**config.mk**
```make
export PLATFORM = sky130hd
export DESIGN_NAME = cruise_button_supervisor_fsm_unit
export DESIGN_NICKNAME = d
export VERILOG_FILES = /design/src/rtl/cbs_pkg.sv /design/src/rtl/cbs_step.sv /design/src/rtl/cruise_button_supervisor_fsm_unit.sv
export SDC_FILE = /design/constraint.sdc
export NUM_CORES = 1
export LEC_CHECK = 0
export BUFFER_PORTS_ARGS = -buffer_cell sky130_fd_sc_hd__buf_2
export CORE_UTILIZATION = 50
export CTS_BUF_LIST = sky130_fd_sc_hd__clkbuf_8
export CTS_CLUSTER_DIAMETER = 40
export DETAILED_ROUTE_END_ITERATION = 8
export GPL_TIMING_DRIVEN = 0
export PLACE_DENSITY = 0.73
export SLEW_MARGIN = 20
export SYNTH_ARGS = -nofsm -noshare
export SYNTH_HDL_FRONTEND = slang
export SYNTH_SLANG_ARGS = --single-unit
```
**constraint.sdc**
```tcl
create_clock -name clock -period 7.4 [get_ports clock]
set_input_delay 1.48 -clock clock [delete_from_list [all_inputs] [get_ports clock]]
set_output_delay 1.48 -clock clock [all_outputs]
set_load 0.01 [all_outputs]
```
**src/rtl/cbs_pkg.sv**
```systemverilog
// cbs_pkg: shared types, codes and helpers for the cruise-button supervisor
// no dependencies; used by cbs_step and cruise_button_supervisor_fsm_unit
`timescale 1ns / 1ps

package cbs_pkg;

   localparam int CountBits = 16;
   localparam int LimitBits = 16;
   localparam int CmpBits   = (CountBits > LimitBits) ? CountBits : LimitBits;
   localparam logic [CountBits-1:0] CountMax = {CountBits{1'b1}};

   // operations
   localparam logic [2:0] OpTick    = 3'd0;
   localparam logic [2:0] OpStatus  = 3'd1;
   localparam logic [2:0] OpObserve = 3'd2;
   localparam logic [2:0] OpRequest = 3'd3;
   localparam logic [2:0] OpSend    = 3'd4;

   // control modes
   localparam logic [2:0] ModeOff     = 3'd0;
   localparam logic [2:0] ModeIdle    = 3'd1;
   localparam logic [2:0] ModeWait    = 3'd2;
   localparam logic [2:0] ModeAllowed = 3'd3;
   localparam logic [2:0] ModeTest    = 3'd4;

   // button check modes
   localparam logic [1:0] CheckPassed  = 2'd0;
   localparam logic [1:0] CheckRunning = 2'd1;
   localparam logic [1:0] CheckFailed  = 2'd2;

   // register indexes
   localparam logic [2:0] CsrTestDelay   = 3'd0;
   localparam logic [2:0] CsrTestLength  = 3'd1;
   localparam logic [2:0] CsrWaitDelay   = 3'd2;
   localparam logic [2:0] CsrHbLimit     = 3'd3;
   localparam logic [2:0] CsrRespLimit   = 3'd4;
   localparam logic [2:0] CsrOffCode     = 3'd5;
   localparam logic [2:0] CsrCancelCode  = 3'd6;

   localparam logic [15:0] TimerReset      = 16'd100;
   localparam logic [7:0]  OffCodeReset    = 8'd0;
   localparam logic [7:0]  CancelCodeReset = 8'd1;

   typedef struct packed {
      logic [2:0] operation;
      logic       cruise_is_on;
      logic       cruise_is_engaged;
      logic [7:0] button_code;
      logic       control_wanted;
   } item_type;

   typedef struct packed {
      logic [15:0] button_test_delay;
      logic [15:0] button_test_length;
      logic [15:0] set_wait_delay;
      logic [15:0] heartbeat_limit;
      logic [15:0] response_limit;
      logic [7:0]  off_button_code;
      logic [7:0]  cancel_button_code;
   } cfg_type;

   typedef struct packed {
      logic [2:0]           ctl_mode;
      logic [1:0]           check_mode;
      logic [CountBits-1:0] off_ticks;
      logic [CountBits-1:0] test_ticks;
      logic [CountBits-1:0] wait_ticks;
      logic [CountBits-1:0] heartbeat_ticks;
      logic [CountBits-1:0] response_ticks;
      logic                 cruise_on_flag;
      logic                 engaged_flag;
      logic                 request_flag;
      logic                 failed_flag;
      logic                 relay_flag;
      logic [7:0]           last_sent_code;
      logic [7:0]           seen_code;
   } state_type;

   typedef struct packed {
      logic       press_valid;
      logic [7:0] press_code;
      logic       relay_on;
      logic [2:0] mode;
      logic       send_accepted;
      logic       link_good;
   } result_type;

   // heartbeat limit clamped to the counter maximum
   function automatic logic [CountBits-1:0] hb_limit(input logic [LimitBits-1:0] lim);
      logic [CmpBits-1:0] wide;
      wide = CmpBits'(lim);
      if (wide < CmpBits'(CountMax)) return CountBits'(wide);
      else return CountMax;
   endfunction

   // compares the count before it advances
   function automatic logic timer_fire(input logic [CountBits-1:0] cnt,
                                       input logic [LimitBits-1:0] lim);
      return CmpBits'(cnt) > CmpBits'(lim);
   endfunction

   function automatic logic [CountBits-1:0] sat_inc(input logic [CountBits-1:0] cnt);
      if (cnt != CountMax) return cnt + CountBits'(1);
      else return cnt;
   endfunction

endpackage

```
**src/rtl/cbs_step.sv**
```systemverilog
// cbs_step: next state and result word for one accepted word
// depends on cbs_pkg
`timescale 1ns / 1ps

module cbs_step
   import cbs_pkg::*;
(
   input  state_type  cur,
   input  item_type   item,
   input  cfg_type    cfg,
   output state_type  nxt,
   output result_type res
);

   state_type            s;
   logic                 go;
   logic [2:0]           tgt;
   logic                 keep;
   logic                 fire;
   logic                 press_v;
   logic [7:0]           press_c;
   logic                 accepted;
   logic [CountBits-1:0] hb_lim;

   function automatic state_type checked_press(input state_type st, input logic [7:0] code);
      state_type r;
      r = st;
      if (r.check_mode != CheckRunning && r.last_sent_code != code) begin
         r.check_mode     = CheckRunning;
         r.response_ticks = '0;
      end
      r.last_sent_code = code;
      return r;
   endfunction

   assign hb_lim = hb_limit(cfg.heartbeat_limit);

   always_comb begin
      s        = cur;
      go       = 1'b0;
      tgt      = ModeOff;
      keep     = 1'b0;
      fire     = 1'b0;
      press_v  = 1'b0;
      press_c  = 8'd0;
      accepted = 1'b0;
      unique case (item.operation)
         OpTick: begin
            if (!s.cruise_on_flag && s.ctl_mode != ModeOff && s.ctl_mode != ModeTest) begin
               go  = 1'b1;
               tgt = ModeOff;
            end
            if (s.heartbeat_ticks < hb_lim) begin
               s.heartbeat_ticks = sat_inc(s.heartbeat_ticks);
            end
            // mode rules only when the cruise-off rule did not move us
            if (!go) begin
               keep = s.engaged_flag && s.request_flag && (s.heartbeat_ticks < hb_lim);
               unique case (s.ctl_mode)
                  ModeOff: begin
                     if (s.cruise_on_flag) begin
                        go  = 1'b1;
                        tgt = ModeIdle;
                     end else begin
                        fire        = timer_fire(s.off_ticks, cfg.button_test_delay);
                        s.off_ticks = sat_inc(s.off_ticks);
                        go          = fire;
                        tgt         = ModeTest;
                     end
                  end
                  ModeIdle: begin
                     go  = s.engaged_flag && s.request_flag;
                     tgt = ModeWait;
                  end
                  ModeWait: begin
                     if (!keep) begin
                        go  = 1'b1;
                        tgt = ModeIdle;
                     end else begin
                        fire         = timer_fire(s.wait_ticks, cfg.set_wait_delay);
                        s.wait_ticks = sat_inc(s.wait_ticks);
                        go           = fire;
                        tgt          = ModeAllowed;
                     end
                  end
                  ModeAllowed: begin
                     go  = !keep;
                     tgt = ModeIdle;
                  end
                  default: begin
                     if (s.cruise_on_flag) begin
                        go  = 1'b1;
                        tgt = ModeIdle;
                     end else begin
                        fire         = timer_fire(s.test_ticks, cfg.button_test_length);
                        s.test_ticks = sat_inc(s.test_ticks);
                        go           = fire;
                        tgt          = ModeOff;
                     end
                  end
               endcase
            end
            if (go) begin
               unique case (tgt)
                  ModeOff: begin
                     s.relay_flag = 1'b0;
                     press_v      = 1'b1;
                     press_c      = cfg.off_button_code;
                     s.off_ticks  = '0;
                  end
                  ModeIdle: begin
                     s.relay_flag = 1'b0;
                     press_v      = 1'b1;
                     press_c      = cfg.off_button_code;
                  end
                  ModeWait: begin
                     s.wait_ticks = '0;
                  end
                  ModeAllowed: begin
                     s.relay_flag = 1'b1;
                  end
                  default: begin
                     s.relay_flag = 1'b1;
                     press_v      = 1'b1;
                     press_c      = cfg.cancel_button_code;
                     s            = checked_press(s, cfg.cancel_button_code);
                     s.test_ticks = '0;
                  end
               endcase
               s.ctl_mode = tgt;
            end
            // response watchdog runs after any press of this tick
            if (s.check_mode == CheckRunning) begin
               if (timer_fire(s.response_ticks, cfg.response_limit)) begin
                  s.check_mode  = CheckFailed;
                  s.failed_flag = 1'b1;
               end
               s.response_ticks = sat_inc(s.response_ticks);
            end
         end
         OpStatus: begin
            s.cruise_on_flag = item.cruise_is_on;
            s.engaged_flag   = item.cruise_is_engaged;
         end
         OpObserve: begin
            if (s.seen_code != item.button_code) begin
               s.seen_code = item.button_code;
               if (s.check_mode == CheckRunning) begin
                  s.check_mode  = CheckPassed;
                  s.failed_flag = 1'b0;
               end
            end
         end
         OpRequest: begin
            s.request_flag    = item.control_wanted;
            s.heartbeat_ticks = item.control_wanted ? '0 : hb_lim;
         end
         OpSend: begin
            if (s.ctl_mode == ModeAllowed && s.engaged_flag && s.request_flag &&
                s.heartbeat_ticks < hb_lim) begin
               s        = checked_press(s, item.button_code);
               press_v  = 1'b1;
               press_c  = item.button_code;
               accepted = 1'b1;
            end
         end
         default: begin
         end
      endcase
   end

   assign nxt               = s;
   assign res.press_valid   = press_v;
   assign res.press_code    = press_c;
   assign res.relay_on      = s.relay_flag;
   assign res.mode          = s.ctl_mode;
   assign res.send_accepted = accepted;
   assign res.link_good     = !s.failed_flag;

endmodule

```
**src/rtl/cruise_button_supervisor_fsm_unit.sv**
```systemverilog
// cruise_button_supervisor_fsm_unit: top level, input/result registers, csr and state
// depends on cbs_pkg and cbs_step
//
//   channel | ports                 | direction | handshake
//   req     | req_operation .. etc. | in        | req_valid / req_stall
//   rsp     | rsp_press_valid .. etc| out       | rsp_valid / rsp_stall
//   csr     | csr_index, csr_data   | in        | csr_write, no wait
//
// one word a cycle sustained while rsp is not stalled; each word passes from req to rsp
// through the input register, then one pass of cbs_step into the result register
// every word yields exactly one result word, rsp_last_of_run always set
// reset is synchronous; it clears control state and loads register defaults
// a stalled rsp holds the result register; req stalls only while the input
// register is full and cannot move on
`timescale 1ns / 1ps

module cruise_button_supervisor_fsm_unit
   import cbs_pkg::*;
(
   input  logic        clock,
   input  logic        reset,
   input  logic        req_valid,
   output logic        req_stall,
   input  logic [2:0]  req_operation,
   input  logic        req_cruise_is_on,
   input  logic        req_cruise_is_engaged,
   input  logic [7:0]  req_button_code,
   input  logic        req_control_wanted,
   output logic        rsp_valid,
   input  logic        rsp_stall,
   output logic        rsp_press_valid,
   output logic [7:0]  rsp_press_code,
   output logic        rsp_relay_on,
   output logic [2:0]  rsp_mode,
   output logic        rsp_send_accepted,
   output logic        rsp_link_good,
   output logic        rsp_last_of_run,
   input  logic        csr_write,
   input  logic [2:0]  csr_index,
   input  logic [15:0] csr_data
);

   cfg_type    cfg_ff, cfg_in;
   state_type  state_ff, state_in, state_step;
   item_type   item_ff, item_in;
   logic       in_valid_ff, in_valid_in;
   result_type res_ff, res_in;
   logic       rsp_valid_ff, rsp_valid_in;
   logic       req_take;
   logic       advance;

   assign advance   = in_valid_ff && (!rsp_valid_ff || !rsp_stall);
   assign req_stall = in_valid_ff && !advance;
   assign req_take  = req_valid && !req_stall;

   cbs_step u_step (
      .cur  (state_ff),
      .item (item_ff),
      .cfg  (cfg_ff),
      .nxt  (state_step),
      .res  (res_in)
   );

   always_comb begin
      item_in.operation         = req_operation;
      item_in.cruise_is_on      = req_cruise_is_on;
      item_in.cruise_is_engaged = req_cruise_is_engaged;
      item_in.button_code       = req_button_code;
      item_in.control_wanted    = req_control_wanted;
   end

   always_comb begin
      in_valid_in = in_valid_ff;
      if (req_take) begin
         in_valid_in = 1'b1;
      end else if (advance) begin
         in_valid_in = 1'b0;
      end
      rsp_valid_in = rsp_valid_ff && rsp_stall;
      if (advance) begin
         rsp_valid_in = 1'b1;
      end
      state_in = advance ? state_step : state_ff;
   end

   always_comb begin
      cfg_in = cfg_ff;
      if (csr_write) begin
         unique case (csr_index)
            CsrTestDelay:  cfg_in.button_test_delay  = csr_data;
            CsrTestLength: cfg_in.button_test_length = csr_data;
            CsrWaitDelay:  cfg_in.set_wait_delay     = csr_data;
            CsrHbLimit:    cfg_in.heartbeat_limit    = csr_data;
            CsrRespLimit:  cfg_in.response_limit     = csr_data;
            CsrOffCode:    cfg_in.off_button_code    = csr_data[7:0];
            CsrCancelCode: cfg_in.cancel_button_code = csr_data[7:0];
            default: begin
            end
         endcase
      end
   end

   always_ff @(posedge clock) begin
      if (reset) begin
         in_valid_ff  <= 1'b0;
         rsp_valid_ff <= 1'b0;
         cfg_ff.button_test_delay  <= TimerReset;
         cfg_ff.button_test_length <= TimerReset;
         cfg_ff.set_wait_delay     <= TimerReset;
         cfg_ff.heartbeat_limit    <= TimerReset;
         cfg_ff.response_limit     <= TimerReset;
         cfg_ff.off_button_code    <= OffCodeReset;
         cfg_ff.cancel_button_code <= CancelCodeReset;
         state_ff.ctl_mode        <= ModeOff;
         state_ff.check_mode      <= CheckPassed;
         state_ff.off_ticks       <= '0;
         state_ff.test_ticks      <= '0;
         state_ff.wait_ticks      <= '0;
         state_ff.heartbeat_ticks <= hb_limit(TimerReset);
         state_ff.response_ticks  <= '0;
         state_ff.cruise_on_flag  <= 1'b0;
         state_ff.engaged_flag    <= 1'b0;
         state_ff.request_flag    <= 1'b0;
         state_ff.failed_flag     <= 1'b0;
         state_ff.relay_flag      <= 1'b0;
         state_ff.last_sent_code  <= 8'd0;
         state_ff.seen_code       <= 8'd0;
      end else begin
         in_valid_ff  <= in_valid_in;
         rsp_valid_ff <= rsp_valid_in;
         cfg_ff       <= cfg_in;
         state_ff     <= state_in;
      end
   end

   // payload registers
   always_ff @(posedge clock) begin
      if (req_take) begin
         item_ff <= item_in;
      end
      if (advance) begin
         res_ff <= res_in;
      end
   end

   assign rsp_valid         = rsp_valid_ff;
   assign rsp_press_valid   = res_ff.press_valid;
   assign rsp_press_code    = res_ff.press_code;
   assign rsp_relay_on      = res_ff.relay_on;
   assign rsp_mode          = res_ff.mode;
   assign rsp_send_accepted = res_ff.send_accepted;
   assign rsp_link_good     = res_ff.link_good;
   assign rsp_last_of_run   = 1'b1;

   // relay is armed exactly in the driving modes, and left alone in set-wait
   assert property (@(posedge clock) disable iff (reset)
      rsp_valid && (rsp_mode == ModeAllowed || rsp_mode == ModeTest) |-> rsp_relay_on)
      else $error("relay not armed in a driving mode");

   assert property (@(posedge clock) disable iff (reset)
      rsp_valid && (rsp_mode == ModeOff || rsp_mode == ModeIdle) |-> !rsp_relay_on)
      else $error("relay armed in off or idle");

   assert property (@(posedge clock) disable iff (reset)
      rsp_valid && rsp_send_accepted |-> rsp_press_valid && rsp_mode == ModeAllowed)
      else $error("send accepted without press or outside controls-allowed");

   // a word waiting on a stalled result must not be overwritten
   assert property (@(posedge clock) disable iff (reset)
      in_valid_ff && rsp_valid_ff && rsp_stall |=> in_valid_ff && $stable(item_ff))
      else $error("input register lost a word under stall");

endmodule

```
* Word level (Yosys, flattened, before mapping)
Cells that the tools add are included.
** Storage, ports and cells
- Output and inout port bits :: 18
- Word-level logic and storage cells :: 206
- Input port bits :: 38
- Register bits :: 233
** Cells by class
- Bitwise operators :: 2
- Mux-type cells :: 75
- Equality and inequality tests :: 34
- Reductions and logical operators :: 49
- Add/sub/neg operators :: 5
- $lt $le $gt $ge :: 7
** Operators by type and width (number)
- 16-bit 2-to-1 mux :: 22
- 106-bit 2-to-1 mux :: 2
- 103-bit 2-to-1 mux :: 1
- 48-bit one-hot mux with 2 select lines :: 1
- 16-bit by 1-bit adder with 16-bit output, second input constant :: 5
- 16-bit != test, second input constant :: 5
- 16-bit > comparator :: 4
- 48-bit 2-to-1 mux :: 1
- 16-bit one-hot mux with 3 select lines :: 1
- 16-bit < comparator :: 2
- 16-bit one-hot mux with 2 select lines :: 1
- 8-bit one-hot mux with 2 select lines :: 2
- 3-bit by 2-bit == test with 1-bit output, second input constant :: 8
- 8-bit 2-to-1 mux :: 3
- 8-bit != test :: 3
- 8-bit one-hot mux with 3 select lines :: 1
- 20-bit 2-to-1 mux :: 1
- 1-bit 2-to-1 mux :: 18
- 9-bit one-hot mux with 2 select lines :: 1
- 16-bit < comparator, second input constant :: 1
- 2-bit 2-to-1 mux :: 8
- 2-bit AND reduction :: 7
- 1-bit logical AND :: 13
- 3-bit by 1-bit == test with 1-bit output, second input constant :: 4
- other kinds (24) :: 57

* Longest topological paths before layout
Gate-level depths: netlist of run 1.
- Depth in word-level cells :: 21
- Depth in mapped cells :: 22
- Depth with buffers taken out :: 19

* By module
Synthesis of run 1 repeated with hierarchy kept, for this count alone.
** Unflattened totals
- Cells, all modules :: 1843
- Area total of the unflattened synthesis :: 15798.9 um^2
** By module, submodules not included
- cruise_button_supervisor_fsm_unit :: times used 1, area each 9415.3 um^2, cells an instance 847, seq. area each 4954.8 um^2
- cbs_step :: times used 1, area each 6383.6 um^2, cells an instance 996, seq. area each 0.0 um^2

* Least setup slack after synthesis of run 1
No wires, ideal clock.
- Path type :: flip-flop to flip-flop
- Start :: register cfg_ff[45] (netlist bit)
- End :: register state_ff[66] (netlist bit)
- Library setup time :: 0.070 ns
- Period minus slack after synthesis :: 4.739 ns
- Buffers on the path :: 1
- Data arrival time :: 4.668 ns
- Slack :: 2.661 ns
- Stages on the path, launching flop included :: 21
- Required time :: 7.330 ns
- Path through :: dfxtp_1 -> inv_1 -> ha_1 -> a211oi_1 -> o22ai_1 -> nor2_1 -> o211ai_1 -> or4_1 -> nor2_1 -> xor2_1 -> ha_1 -> and3_1 -> a221oi_1 -> o21ai_1 -> a2111oi_0 -> o21ai_1 -> o21a_1 -> or3_1 -> clkbuf_1 -> or4_1 -> a21oi_1
** On the way
- Cells in the longest elaborated chain, start to end :: 16
- Elaborated cells between the ends (all ways) :: 24
- Those cells by class :: order compare (3); eq/ne (1); mux (18); reduce/logical (2)
** Ends and longest elaborated chain
- from (decl) :: line cruise_button_supervisor_fsm_unit.sv:43 : cfg_type cfg_ff, cfg_in;
- from (signal assigned) :: line cruise_button_supervisor_fsm_unit.sv:131 : cfg_ff <= cfg_in;
- 16-bit < comparator :: line cbs_pkg.sv:92 : if (wide < CmpBits'(CountMax)) return CountBits'(wide);
- 16-bit 2-to-1 mux (*) :: line cbs_pkg.sv:92
- 16-bit < comparator :: line cbs_step.sv:53 : if (s.heartbeat_ticks < hb_lim) begin
- 16-bit 2-to-1 mux :: line cbs_step.sv:53
- 16-bit 2-to-1 mux :: line cbs_step.sv:47 : unique case (item.operation)
- 16-bit < comparator (*) :: line cbs_step.sv:58 : keep = s.engaged_flag && s.request_flag && (s.heartbeat_ticks < hb_lim);
- 1-bit logical AND (*) :: line cbs_step.sv:58
- 2-bit 2-to-1 mux :: line cbs_step.sv:76 : if (!keep) begin
- 3-bit one-hot mux with 4 select lines :: line cbs_step.sv:59 : unique case (s.ctl_mode)
- 3-bit 2-to-1 mux :: line cbs_step.sv:57 : if (!go) begin
- 3-bit 2-to-1 mux :: line cbs_step.sv:47
- 3-bit by 2-bit == test with 1-bit output :: line cbs_step.sv:104 : unique case (tgt)
- 16-bit 2-to-1 mux :: line cbs_step.sv:104
- 106-bit 2-to-1 mux (*) :: line cbs_step.sv:103 : if (go) begin
- 106-bit 2-to-1 mux (*) :: line cbs_step.sv:47
- 48-bit one-hot mux with 2 select lines (*) :: line cbs_step.sv:47
- to (signal assigned) :: line cruise_button_supervisor_fsm_unit.sv:132 : state_ff <= state_in;
- to (decl) :: line cruise_button_supervisor_fsm_unit.sv:44 : state_type state_ff, state_in, state_step;
Every way passes the cells marked *; elsewhere a longest branch is shown, timed or not. The select of a mux whose other input is x is not followed.
A chain may end at the register's enable or synchronous reset.

* Worst setup path in the final report of run 1
- Start :: register cfg_ff[45] (netlist bit)
- End :: register state_ff[58] (netlist bit)
Same word-level chain as after synthesis.

==> results.md, run 1 <==
* Outcome: finished, final reports clean
* Peak VDD IR at 0.166 mV
* Top Usage Layer GRT: met2
* Worst path cell trace: inv_1 > ha_1 > a211oi_1 > o22ai_1 > nor2_1 > o211a_1 > buf_2 > nand2_1 > nor3_1 > mux2_2 > ha_1 > and3_1 > a2111oi_0 > o21ai_1 > a2111oi_0 > o21ai_1 > o21a_1 > or3_1 > clkbuf_1 > or4_1 > a21oi_1
* First-pass GRT wire length at ~58 mm
* IO Count at between 50 and 60
* P per Cell Area at 199 nW/um2
* DR iter-0 viols at around 1400
* Met1 usage at between 30 and 40%
* Grt met3 use at under 10%
* Area added between synthesis and finish at 12.7%
* CTS clk-pin slew, worst paths at approximately 60 ps
* FF-to-FF Start: cfg_ff[45]
* Hold depth at 2
* Worst-Margin Slew at about 1100 ps
* Area leader, netlist: dfxtp_1
* Hpwl dp at 27.7 mm
* # H-tree levels at 2
* Clock root cell: clkbuf_8
* Bufs on Longest Clock Path at 3
* Final Hold Slack at between 400 and 500 ps
* LEAKAGE at approximately 5.7 nW
* Post-route clock period utilization at approximately 80%
* Post-route antenna net violation count at 0
* Synthesized netlist net count at ~1700
* Synth Instances at between 1500 and 2000
* Number of synthesized flops with an enable pin at 29
* Commonest non-fill, non-tap cell in the layout: nand2_1
* Max stage delay cell, worst path: a2111oi_0
* Post-CTS Resized at 0
* RSZ-0062 raised after global routing: no
* Synth area leaders: dfxtp_1 32%, ha_1 9.3%, nand2_1 7.5%, edfxtp_1 6.7%, a21oi_1 5.7%
* Initial antenna violation count at 2
* Syn Area/Cell at around 8.2 um2
* Gr usage total at 28.1%
* Pre-antenna DRT Iters at 6
* Crit-path max FO at 10
* Clock Latency Late Sink at roughly 570 ps
* Highest clock rate at ~0.16 GHz
* Crit-path max cell delay at 650 ps
* Post-synthesis instance area at about 13000 um2
* N_diodes at 0
* Chip height at 163 um
* Sequential fraction of the synthesis area at between 30% and 40%
* Vias in the first global route at between 10000 and 15000
* Fill count at between 2000 and 2500
* Max cap viols at 0
* Core Util, Final at between 50% and 60%
* CTS tree: built
* Post-CTS Setup Inserts at 0
* Commonest cells after routing, fill and taps aside: 258 x nand2_1, 204 x dfxtp_1, 147 x a21oi_1
* Largest net degree at the start of global routing at 21
* Grt met2 use at ~45%
* Synth Register Bits at 233
* Hold EP: cfg_ff[47]
* CTS Sinks at approximately 230
* CP Launch Type: flip-flop
* Share of flip-flops with an asynchronous set or reset at 0%
* Power, Total at slightly below 3 mW
* Setup violators final at 0
* Clock Skews at 20.6 ps
* Area of the die at approximately 27000 um2
* Routed WL at between 30 and 40 mm
* Net Sw Power at between 0.7 and 0.8 mW
* Req. time, crit path at approximately 7900 ps
* Vias post-DR at approximately 12000
* TritonCTS Buffers at 45
* Relative slew slack at between 20 and 30%
* Final Hold Vio Count at 0
* Top_reg_cell synth: dfxtp_1
* Row cnt at 58
* Port buffer count at between 50 and 60
* Worst hold path startpoint: cfg_ff[47]
* Int Pwr at around 2.2 mW
* Hold-fix buffers at CTS at 0
* Core footprint at 25300 um2
* Crit path DAT at approximately 6600 ps
* Die width at about 160 um
* Clock share of power at 46.7%
* Combinational share of power at 7.6%
* Crit end category: flip-flop
* GRT overflow at 0
* Switching share of power at between 20% and 30%
* Slew Viols, Final at 0
* Setup TNS Final at 0 ps
* Starting density of the core at 51.2%
* Nets at about 1800
* # DRC at 0
* GP Congestion at around 0.96
* Reg power frac at roughly 46%
* Drt wl/cell at between 15 and 20 um
* Cell variety after synth at 74
* Area share of the largest cell type after synthesis at between 30% and 40%
* Worst setup path category: reg -> reg
* Layout cell share with drive strength beyond 1 at about 8.7%
* YS warnings at 0
* Worst Hold Class: reg -> reg
* Vias per cell at roughly 5.9
* Finished Layout Cells at roughly 2100
* Period minus WS final at roughly 6000 ps
* Placed cell count at between 1500 and 2000
* Flop-to-flop setup slack at ~1300 ps
* RR Endpoint: state_ff[58]
* FF-to-FF path depth at 21
-- synthesized netlist by cell type, types with 5 or more instances --
master    count
o21a_1       14
a221oi_1     17
nand4_1      31
or4_1        15
a31oi_1       6
and3_1       26
ha_1         96
a21o_1       11
and4_1        5
o211ai_1     19
and2_1       11
a211oi_1     12
clkbuf_1     52
edfxtp_1     29
nor2b_1      23
xnor2_1      24
o21ai_0      61
mux2i_1      14
a221o_1       8
buf_2         6
buf_1         5
nor4_1       11
a211o_1       6
nor3_1       45
o31ai_1      20
dfxtp_1     204
nand2_1     258
nand2b_1     17
nor2_1      121
inv_1       101
a21oi_1     147
mux2_2        6
xor2_1       33
nand3_1      63
-- through the flow --
stage	cell area, um2	setup WS (ps)
finish	14600	1320
global route	14600	992
CTS	14600	1440
detailed placement	13700	1470
global placement	13600	1520
floorplan	13000	2660
-- how the worst max path moves through the flow --
stage / startpoint / end / slack, ps
after CTS: cfg_ff[45] / state_ff[62] / 1440
after floorplan: cfg_ff[45] / state_ff[66] / 2660
after global routing: cfg_ff[45] / state_ff[58] / 990
after global placement: cfg_ff[45] / state_ff[61] / 1520
after detailed placement: cfg_ff[45] / state_ff[60] / 1470
final: cfg_ff[45] / state_ff[58] / 1320
-- cell type report --
cell class	instances	area, um2	area share (%)
multi-input combinational	1187	7360	50.4
clock buffer	49	674	4.62
timing repair buffer	52	260	1.78
sequential	233	4950	33.9
tap	330	413	2.83
inverter	101	379	2.60
buffer	67	285	1.95
clock inverter	32	277	1.89
-- worst max-delay path: cells and delay by family, from the launching register on --
family	cells	cell delay, ps
AO/OA/AOI/OAI	9	2470
adder cells (fa/ha/maj)	2	590
AND/OR/NAND/NOR	6	1590
buffers and inverters	3	600
multiplexers	1	390
flip-flops	1	380
-- state kept, by name, indices dropped and copies added, names as in the netlist, named ones only --
signal	count
rsp_relay_on	1
state_ff	105
rsp_link_good	1
cfg_ff	96
rsp_press_code	8
rsp_valid	1
rsp_send_accepted	1
in_valid_ff	1
item_ff	14
rsp_press_valid	1
rsp_mode	3
-- cell families after synthesis --
kind of cell               Yosys count  share of synthesized area (%)
DFF                                233                           38.2
other                                1                         0.0289
adders and majority gates           96                           9.27
muxes                               20                           1.60
AOI/OAI and AO/OA                  367                           18.5
xor gates and xnor gates            57                           3.85
and+or+nand+nor                    646                           23.4
buffers and inverters              168                           5.13
-- metal layers --
layer	up-vias	wire length, um
met2	505	17000
li1	5851	-
met3	105	3470
met4	4	1250
met1	5627	15500
met5	-	24
-- power by group through the flow --
stage	sequential [mW]	clock (mW)	combinational [mW]
floorplan	1.35	0	0.136
global placement	1.35	0	0.210
detailed placement	1.35	0	0.216
CTS	1.33	1.37	0.216
global route	1.33	1.44	0.239
finish	1.33	1.36	0.220
(Power assumes the default switching activity.)
==> inputs of run 2 (changes only) <==
--- a/config.mk
+++ b/config.mk
@@ -11,7 +11,7 @@
 export CTS_CLUSTER_DIAMETER = 40
 export DETAILED_ROUTE_END_ITERATION = 8
 export GPL_TIMING_DRIVEN = 0
-export PLACE_DENSITY = 0.73
+export PLACE_DENSITY = 0.75
 export SLEW_MARGIN = 20
 export SYNTH_ARGS = -nofsm -noshare
 export SYNTH_HDL_FRONTEND = slang
==> constraint.sdc (replaced) <==
create_clock -name clock -period 5.05 [get_ports clock]
set_input_delay 1.01 -clock clock [delete_from_list [all_inputs] [get_ports clock]]
set_output_delay 1.01 -clock clock [all_outputs]
set_load 0.01 [all_outputs]
==> run 2 against run 1 <==
Net effect: sequential share of layout area is 0.95 points lower; the run now ends with setup timing left; worst setup slack worse by 1300 ps; sequential power is 46% higher; register-to-register slack worse by 1300 ps; via count is 1.7% higher; critical endpoint is now state_ff[63]; total power is 52% higher; highest routed layer unchanged.
==> results.md, run 2 (same netlist as run 1, synthesis figures left out) <==
* CTS Sinks at 233
* # H-tree levels at 2
* GRT overflow at 0
* Peak VDD IR at roughly 0.2 mV
* Fill count at roughly 2200
* Pre-antenna DRT Iters at 8
* TritonCTS Buffers at between 40 and 50
* LEAKAGE at 5.82 nW
* GP Congestion at approximately 0.94
* FF-to-FF path depth at 20
* Failing checks: setup timing
* Chip height at 163 um
* Layout cell share with drive strength beyond 1 at approximately 14%
* Highest clock rate at around 0.20 GHz
* RR Endpoint: state_ff[63]
* Crit path DAT at 5550 ps
* CTS clk-pin slew, worst paths at 70 ps
* CP Launch Type: flip-flop
* Crit end category: flip-flop
* Commonest cells after routing, fill and taps aside: 257 x nand2_1, 188 x dfxtp_1, 138 x a21oi_1
* Finished Layout Cells at 2060
* Core Util, Final at between 50 and 60%
* Vias post-DR at approximately 12000
* P per Cell Area at between 200 and 300 nW/um2
* First-pass GRT wire length at 59.3 mm
* Max cap viols at 0
* Vias per cell at about 6.0
* Commonest non-fill, non-tap cell in the layout: nand2_1
* Crit-path max FO at 10
* Slew Viols, Final at 0
* FF-to-FF Start: cfg_ff[46]
* Worst Hold Class: reg -> reg
* Req. time, crit path at between 5000 and 6000 ps
* Area added between synthesis and finish at 16.4%
* Post-route antenna net violation count at 0
* Clock Latency Late Sink at between 500 and 600 ps
* Clock Skews at between 20 and 25 ps
* Setup violators final at 3
* Port buffer count at 52
* Multi-input logic area at about 7700 um2
* N_diodes at 0
* Hold-fix buffers at CTS at 0
* Clock root cell: clkbuf_8
* Core footprint at 25300 um2
* Biggest register: state_ff
* Die width at around 160 um
* Worst Setup Slack, final at -21.1 ps
* Hold depth at 2
* Worst Setup EP: state_ff[63]
* Routed WL at 38.1 mm
* Period minus WS final at 5070 ps
* DR iter-0 viols at about 1400
* Flop-to-flop setup slack at -20 ps
* Top Registers: state_ff (105), cfg_ff (96), item_ff (14)
* # DRC at 0
* Outcome: complete, but fails checks
* Hpwl dp at approximately 27 mm
* Relative slew slack at 32.3%
* Max FFs per register at 105
* Drt wl/cell at 18.5 um
* IO Count at 56
* Initial antenna violation count at 2
* Row cnt at 58
* Area of the die at around 27000 um2
* CP startpoint: cfg_ff[46]
* Placed cell count at 1970
* Bufs on Longest Clock Path at 3
* Post-route clock period utilization at 100%
* Final Hold Vio Count at 0
* Starting density of the core at a little over 50%
* Worst setup path category: reg -> reg
* CTS tree: built
* Nets at 1830
* Gr usage total at ~28%
* Largest net degree at the start of global routing at 21
* Vias in the first global route at between 10000 and 15000
* Storage cell area at ~5000 um2
* Pre-CTS WS at -918 ps
* Worst-Margin Slew at 1010 ps
==> run 2: cell count changes in the layout (fill, tap and decap cells not counted), moves of 9 or more <==
cell	delta
dfxtp_2	+15
dfxtp_1	-16
a21oi_1	-9
buf_4	+12
a21oi_2	+9
inv_1	-11
==> run 2: repair_timing <==
| action | 4_1_cts | 5_1_grt |
|---|---|---|
| pin swaps | 12 | 23 |
| buffers inserted | 3 | 8 |
| setup endpoints to repair | 57 | 48 |
| gates resized for setup | 22 | 65 |
==> run 2: worst min path at each step <==
| stage | start | slack (ps) | to |
|---|---|---|---|
| 4_1_cts | cfg_ff[61] | 450 | cfg_ff[61] |
| 6_report | cfg_ff[19] | 450 | cfg_ff[19] |
| 3_5_place_dp | cfg_ff[61] | 450 | cfg_ff[61] |
| 5_1_grt | cfg_ff[51] | 470 | cfg_ff[51] |
| 2_1_floorplan | cfg_ff[17] | 440 | cfg_ff[17] |
| 3_3_place_gp | cfg_ff[77] | 440 | cfg_ff[77] |
==> run 2: where the power goes <==
part	switching, mW	internal [mW]
Clock	0.845	1.25
Combinational	0.241	0.136
Sequential	0.0323	1.91
==> run 2: stage by stage <==
| step | power [mW] | TNS, ps | hold WS, ps | instance area, um2 |
|---|---|---|---|---|
| after floorplan | 2.17 | 0 | 436 | 13000 |
| after global placement | 2.29 | -30720 | 442 | 13600 |
| after detailed placement | 2.29 | -31450 | 448 | 13700 |
| after CTS | 4.39 | 0 | 455 | 14800 |
| after global routing | 4.56 | -2310 | 471 | 15100 |
| final | 4.42 | -30.1 | 455 | 15100 |
==> run 2: cell type report <==
cell class,instances,area share (%)
Buffer,67,2.06
Clock buffer,52,4.74
Timing Repair Buffer,63,2.27
Inverter,101,2.51
Multi-Input combinational cell,1187,50.8
Clock inverter,27,1.93
Tap cell,330,2.74
Sequential cell,233,33.0
==> run 2: critical path, cell delays in order (launching register included) <==
cell and delay (ps):
dfxtp_2 360, inv_2 80, ha_4 270, nand4_1 160, nor3_2 320, nand2_1 130, o211a_1 270, buf_6 150
nand4_1 110, mux2_4 330, ha_4 240, and3_4 190, a2111oi_4 370, o21ai_2 140, a2111oi_4 350, o21ai_2 120
o21a_1 210, or3_4 370, buf_8 150, or4_1 530, a21oi_2 140
==> run 2: routing by layer <==
layer / routed length (um) / part of all wire [%] / GRT usage [%]
met2: 17000 / 45 / 45.4
met3: 3380 / 8.9 / 5.22
met4: 1670 / 4.4 / 12.6
met1: 16000 / 42 / 37.1
met5: 26 / 0.068 / 0
==> inputs of run 3 (changes only) <==
--- a/config.mk
+++ b/config.mk
@@ -6,12 +6,12 @@
 export NUM_CORES = 1
 export LEC_CHECK = 0
 export BUFFER_PORTS_ARGS = -buffer_cell sky130_fd_sc_hd__buf_2
-export CORE_UTILIZATION = 50
+export CORE_UTILIZATION = 45
 export CTS_BUF_LIST = sky130_fd_sc_hd__clkbuf_8
 export CTS_CLUSTER_DIAMETER = 40
 export DETAILED_ROUTE_END_ITERATION = 8
 export GPL_TIMING_DRIVEN = 0
-export PLACE_DENSITY = 0.75
+export PLACE_DENSITY = 0.7
 export SLEW_MARGIN = 20
 export SYNTH_ARGS = -nofsm -noshare
 export SYNTH_HDL_FRONTEND = slang
==> constraint.sdc (replaced) <==
create_clock -name clock -period 4.19 [get_ports clock]
set_input_delay 0.838 -clock clock [delete_from_list [all_inputs] [get_ports clock]]
set_output_delay 0.838 -clock clock [all_outputs]
set_load 0.01 [all_outputs]
==> run 3 against run 2 <==
Net effect: the flow still finishes with violations (setup timing); clock skew increased by 22 ps; register-to-register slack lost 600 ps; hold slack lost 29 ps; critical path type unchanged; highest routed layer unchanged.
==> results.md, run 3 (same netlist as run 1, synthesis figures left out) <==
* # DRC at 0
* Clock Skews at between 40 and 50 ps
* Vias in the first global route at about 12000
* Vias post-DR at ~13000
* Die width at between 150 and 200 um
* Worst Setup EP: rsp_press_code[7]
* Starting density of the core at a little under half
* LEAKAGE at 6.10 nW
* Core footprint at 28100 um2
* Final Hold Vio Count at 0
* Crit path DAT at ~5100 ps
* Largest net degree at the start of global routing at 21
* Clock root cell: clkbuf_8
* Req. time, crit path at ~4500 ps
* Pre-antenna DRT Iters at 6
* Top Registers: state_ff (105), cfg_ff (96), item_ff (14)
* Combinational share of power at 9.4%
* DR iter-0 viols at about 1500
* Flop-to-flop setup slack at -620 ps
* CTS Sinks at between 200 and 250
* Biggest register: state_ff
* Worst setup path category: reg -> reg
* GRT overflow at 0
* Routed WL at 40.4 mm
* Vias per cell at between 5 and 6
* Drt wl/cell at roughly 19 um
* # H-tree levels at 2
* Worst Setup Slack, final at -618 ps
* First-pass GRT wire length at approximately 63 mm
* Net Sw Power at between 1 and 1.5 mW
* Post-route clock period utilization at 115%
* Failing checks: setup timing
* Layout cell share with drive strength beyond 1 at about a fifth
* Period minus WS final at just under 5000 ps
* Hpwl dp at between 20 and 30 mm
* Worst-Margin Slew at between 900 and 1000 ps
* CTS clk-pin slew, worst paths at about 60 ps
* Nets at ~1900
* Commonest non-fill, non-tap cell in the layout: nand2_1
* Gr usage total at between 20% and 30%
* Peak VDD IR at roughly 0.24 mV
* RSZ-0062 raised after global routing: yes
* FF-to-FF path depth at 23
* Clock share of power at between 40% and 50%
* Post-route antenna net violation count at 0
* IO Count at between 50 and 60
* TritonCTS Buffers at between 40 and 50
* Setup violators final at 57
* Reg power frac at between 40% and 50%
* Chip height at 172 um
* Area of the die at between 20000 and 30000 um2
* Bufs on Longest Clock Path at 3
* Hold-fix buffers at CTS at 0
* CP startpoint: cfg_ff[46]
* Max cap viols at 0
* Pre-CTS WS at -1450 ps
* Relative slew slack at ~34%
* Switching share of power at 27.7%
* Initial antenna violation count at 4
* Worst Hold Class: in -> reg
* Commonest cells after routing, fill and taps aside: 257 x nand2_1, 185 x dfxtp_1, 136 x a21oi_1
* CTS tree: built
* Final Hold Slack at 426 ps
* Crit-path max FO at 6
* Outcome: complete, but fails checks
* Row cnt at 61
* Crit end category: flip-flop
* Clock Latency Late Sink at a little under 600 ps
* P per Cell Area at between 300 and 400 nW/um2
* Max FFs per register at roughly 110
* Port buffer count at 52
* Highest clock rate at 0.208 GHz
* CP Launch Type: flip-flop
* FF-to-FF Start: cfg_ff[46]
* Area added between synthesis and finish at 22.6%
* GP Congestion at between 0.9 and 1
* RR Endpoint: rsp_press_code[7]
* Slew Viols, Final at 0
* Int Pwr at 3.69 mW
-- run 3: layout make-up --
type	count	area (um2)
inverter	101	392
clock buffer	52	716
tap	378	473
fill	2545	12200
timing repair buffer	104	698
clock inverter	27	188
antenna	3	7.51
buffer	65	318
multi-input combinational	1189	8100
sequential	233	5000
-- run 3: power by group through the flow --
stage          sequential, mW  combinational (mW)  clock (mW)
2_1_floorplan            2.38               0.258           0
3_3_place_gp             2.39               0.395           0
3_5_place_dp             2.39               0.402           0
4_1_cts                  2.34               0.446        2.30
5_1_grt                  2.35               0.517        2.42
6_report                 2.34               0.480        2.28
-- run 3: how the worst min path moves through the flow --
stage	slack [ps]	endpoint	from	cells after the start
2_1_floorplan	440	cfg_ff[17]	cfg_ff[17]	2
3_3_place_gp	440	cfg_ff[77]	cfg_ff[77]	2
3_5_place_dp	450	cfg_ff[20]	cfg_ff[20]	2
4_1_cts	410	item_ff[7]	req_button_code[6]	1
5_1_grt	420	item_ff[6]	req_button_code[5]	1
6_report	430	item_ff[7]	req_button_code[6]	1
-- run 3: stage by stage --
stage               power (mW)  cell area [um2]  utilization (%)  std cells  setup TNS [ps]
floorplan                 2.64            13200                -       1588           -3210
global placement          2.78            13900             49.6       2018          -77830
detailed placement        2.79            13900             49.6       2018          -71490
CTS                       5.09            15400             54.9       2130          -23460
global route              5.28            15900             56.6       2149          -34700
finish                    5.10            15900             56.6       2152          -25350
-- run 3: critical path: stages (launching register included) --
cell	delay (ps)
dfxtp_4	370
inv_6	40
ha_4	250
nand4_1	170
nor3_2	270
nand2_1	100
o211a_1	270
buf_6	140
nand2_4	80
nor3_4	40
mux2_4	330
ha_4	220
and3_4	170
a2111oi_4	350
o21ai_2	140
a2111oi_4	270
o21ai_2	120
o21a_1	210
buf_4	130
buf_4	130
nor3_4	120
buf_6	160
a2111oi_4	80
a221o_1	370
-- run 3: repair_timing --
| item | CTS | global route |
|---|---|---|
| buffers inserted | 32 | 21 |
| pin swaps | 47 | 32 |
| hold endpoints to repair | 0 | 0 |
| setup endpoints to repair | 75 | 66 |
| gates resized for setup | 70 | 68 |
| gates cloned | 3 | 1 |
-- run 3: metal layers --
metal / vias to the layer above / wire length, um / GRT usage (%)
met5: - / 11 / 0
met4: 2 / 1400 / 10.4
met3: 134 / 3640 / 5.50
met2: 579 / 18100 / 44.4
met1: 5930 / 17200 / 35.4
li1: 5970 / - / -
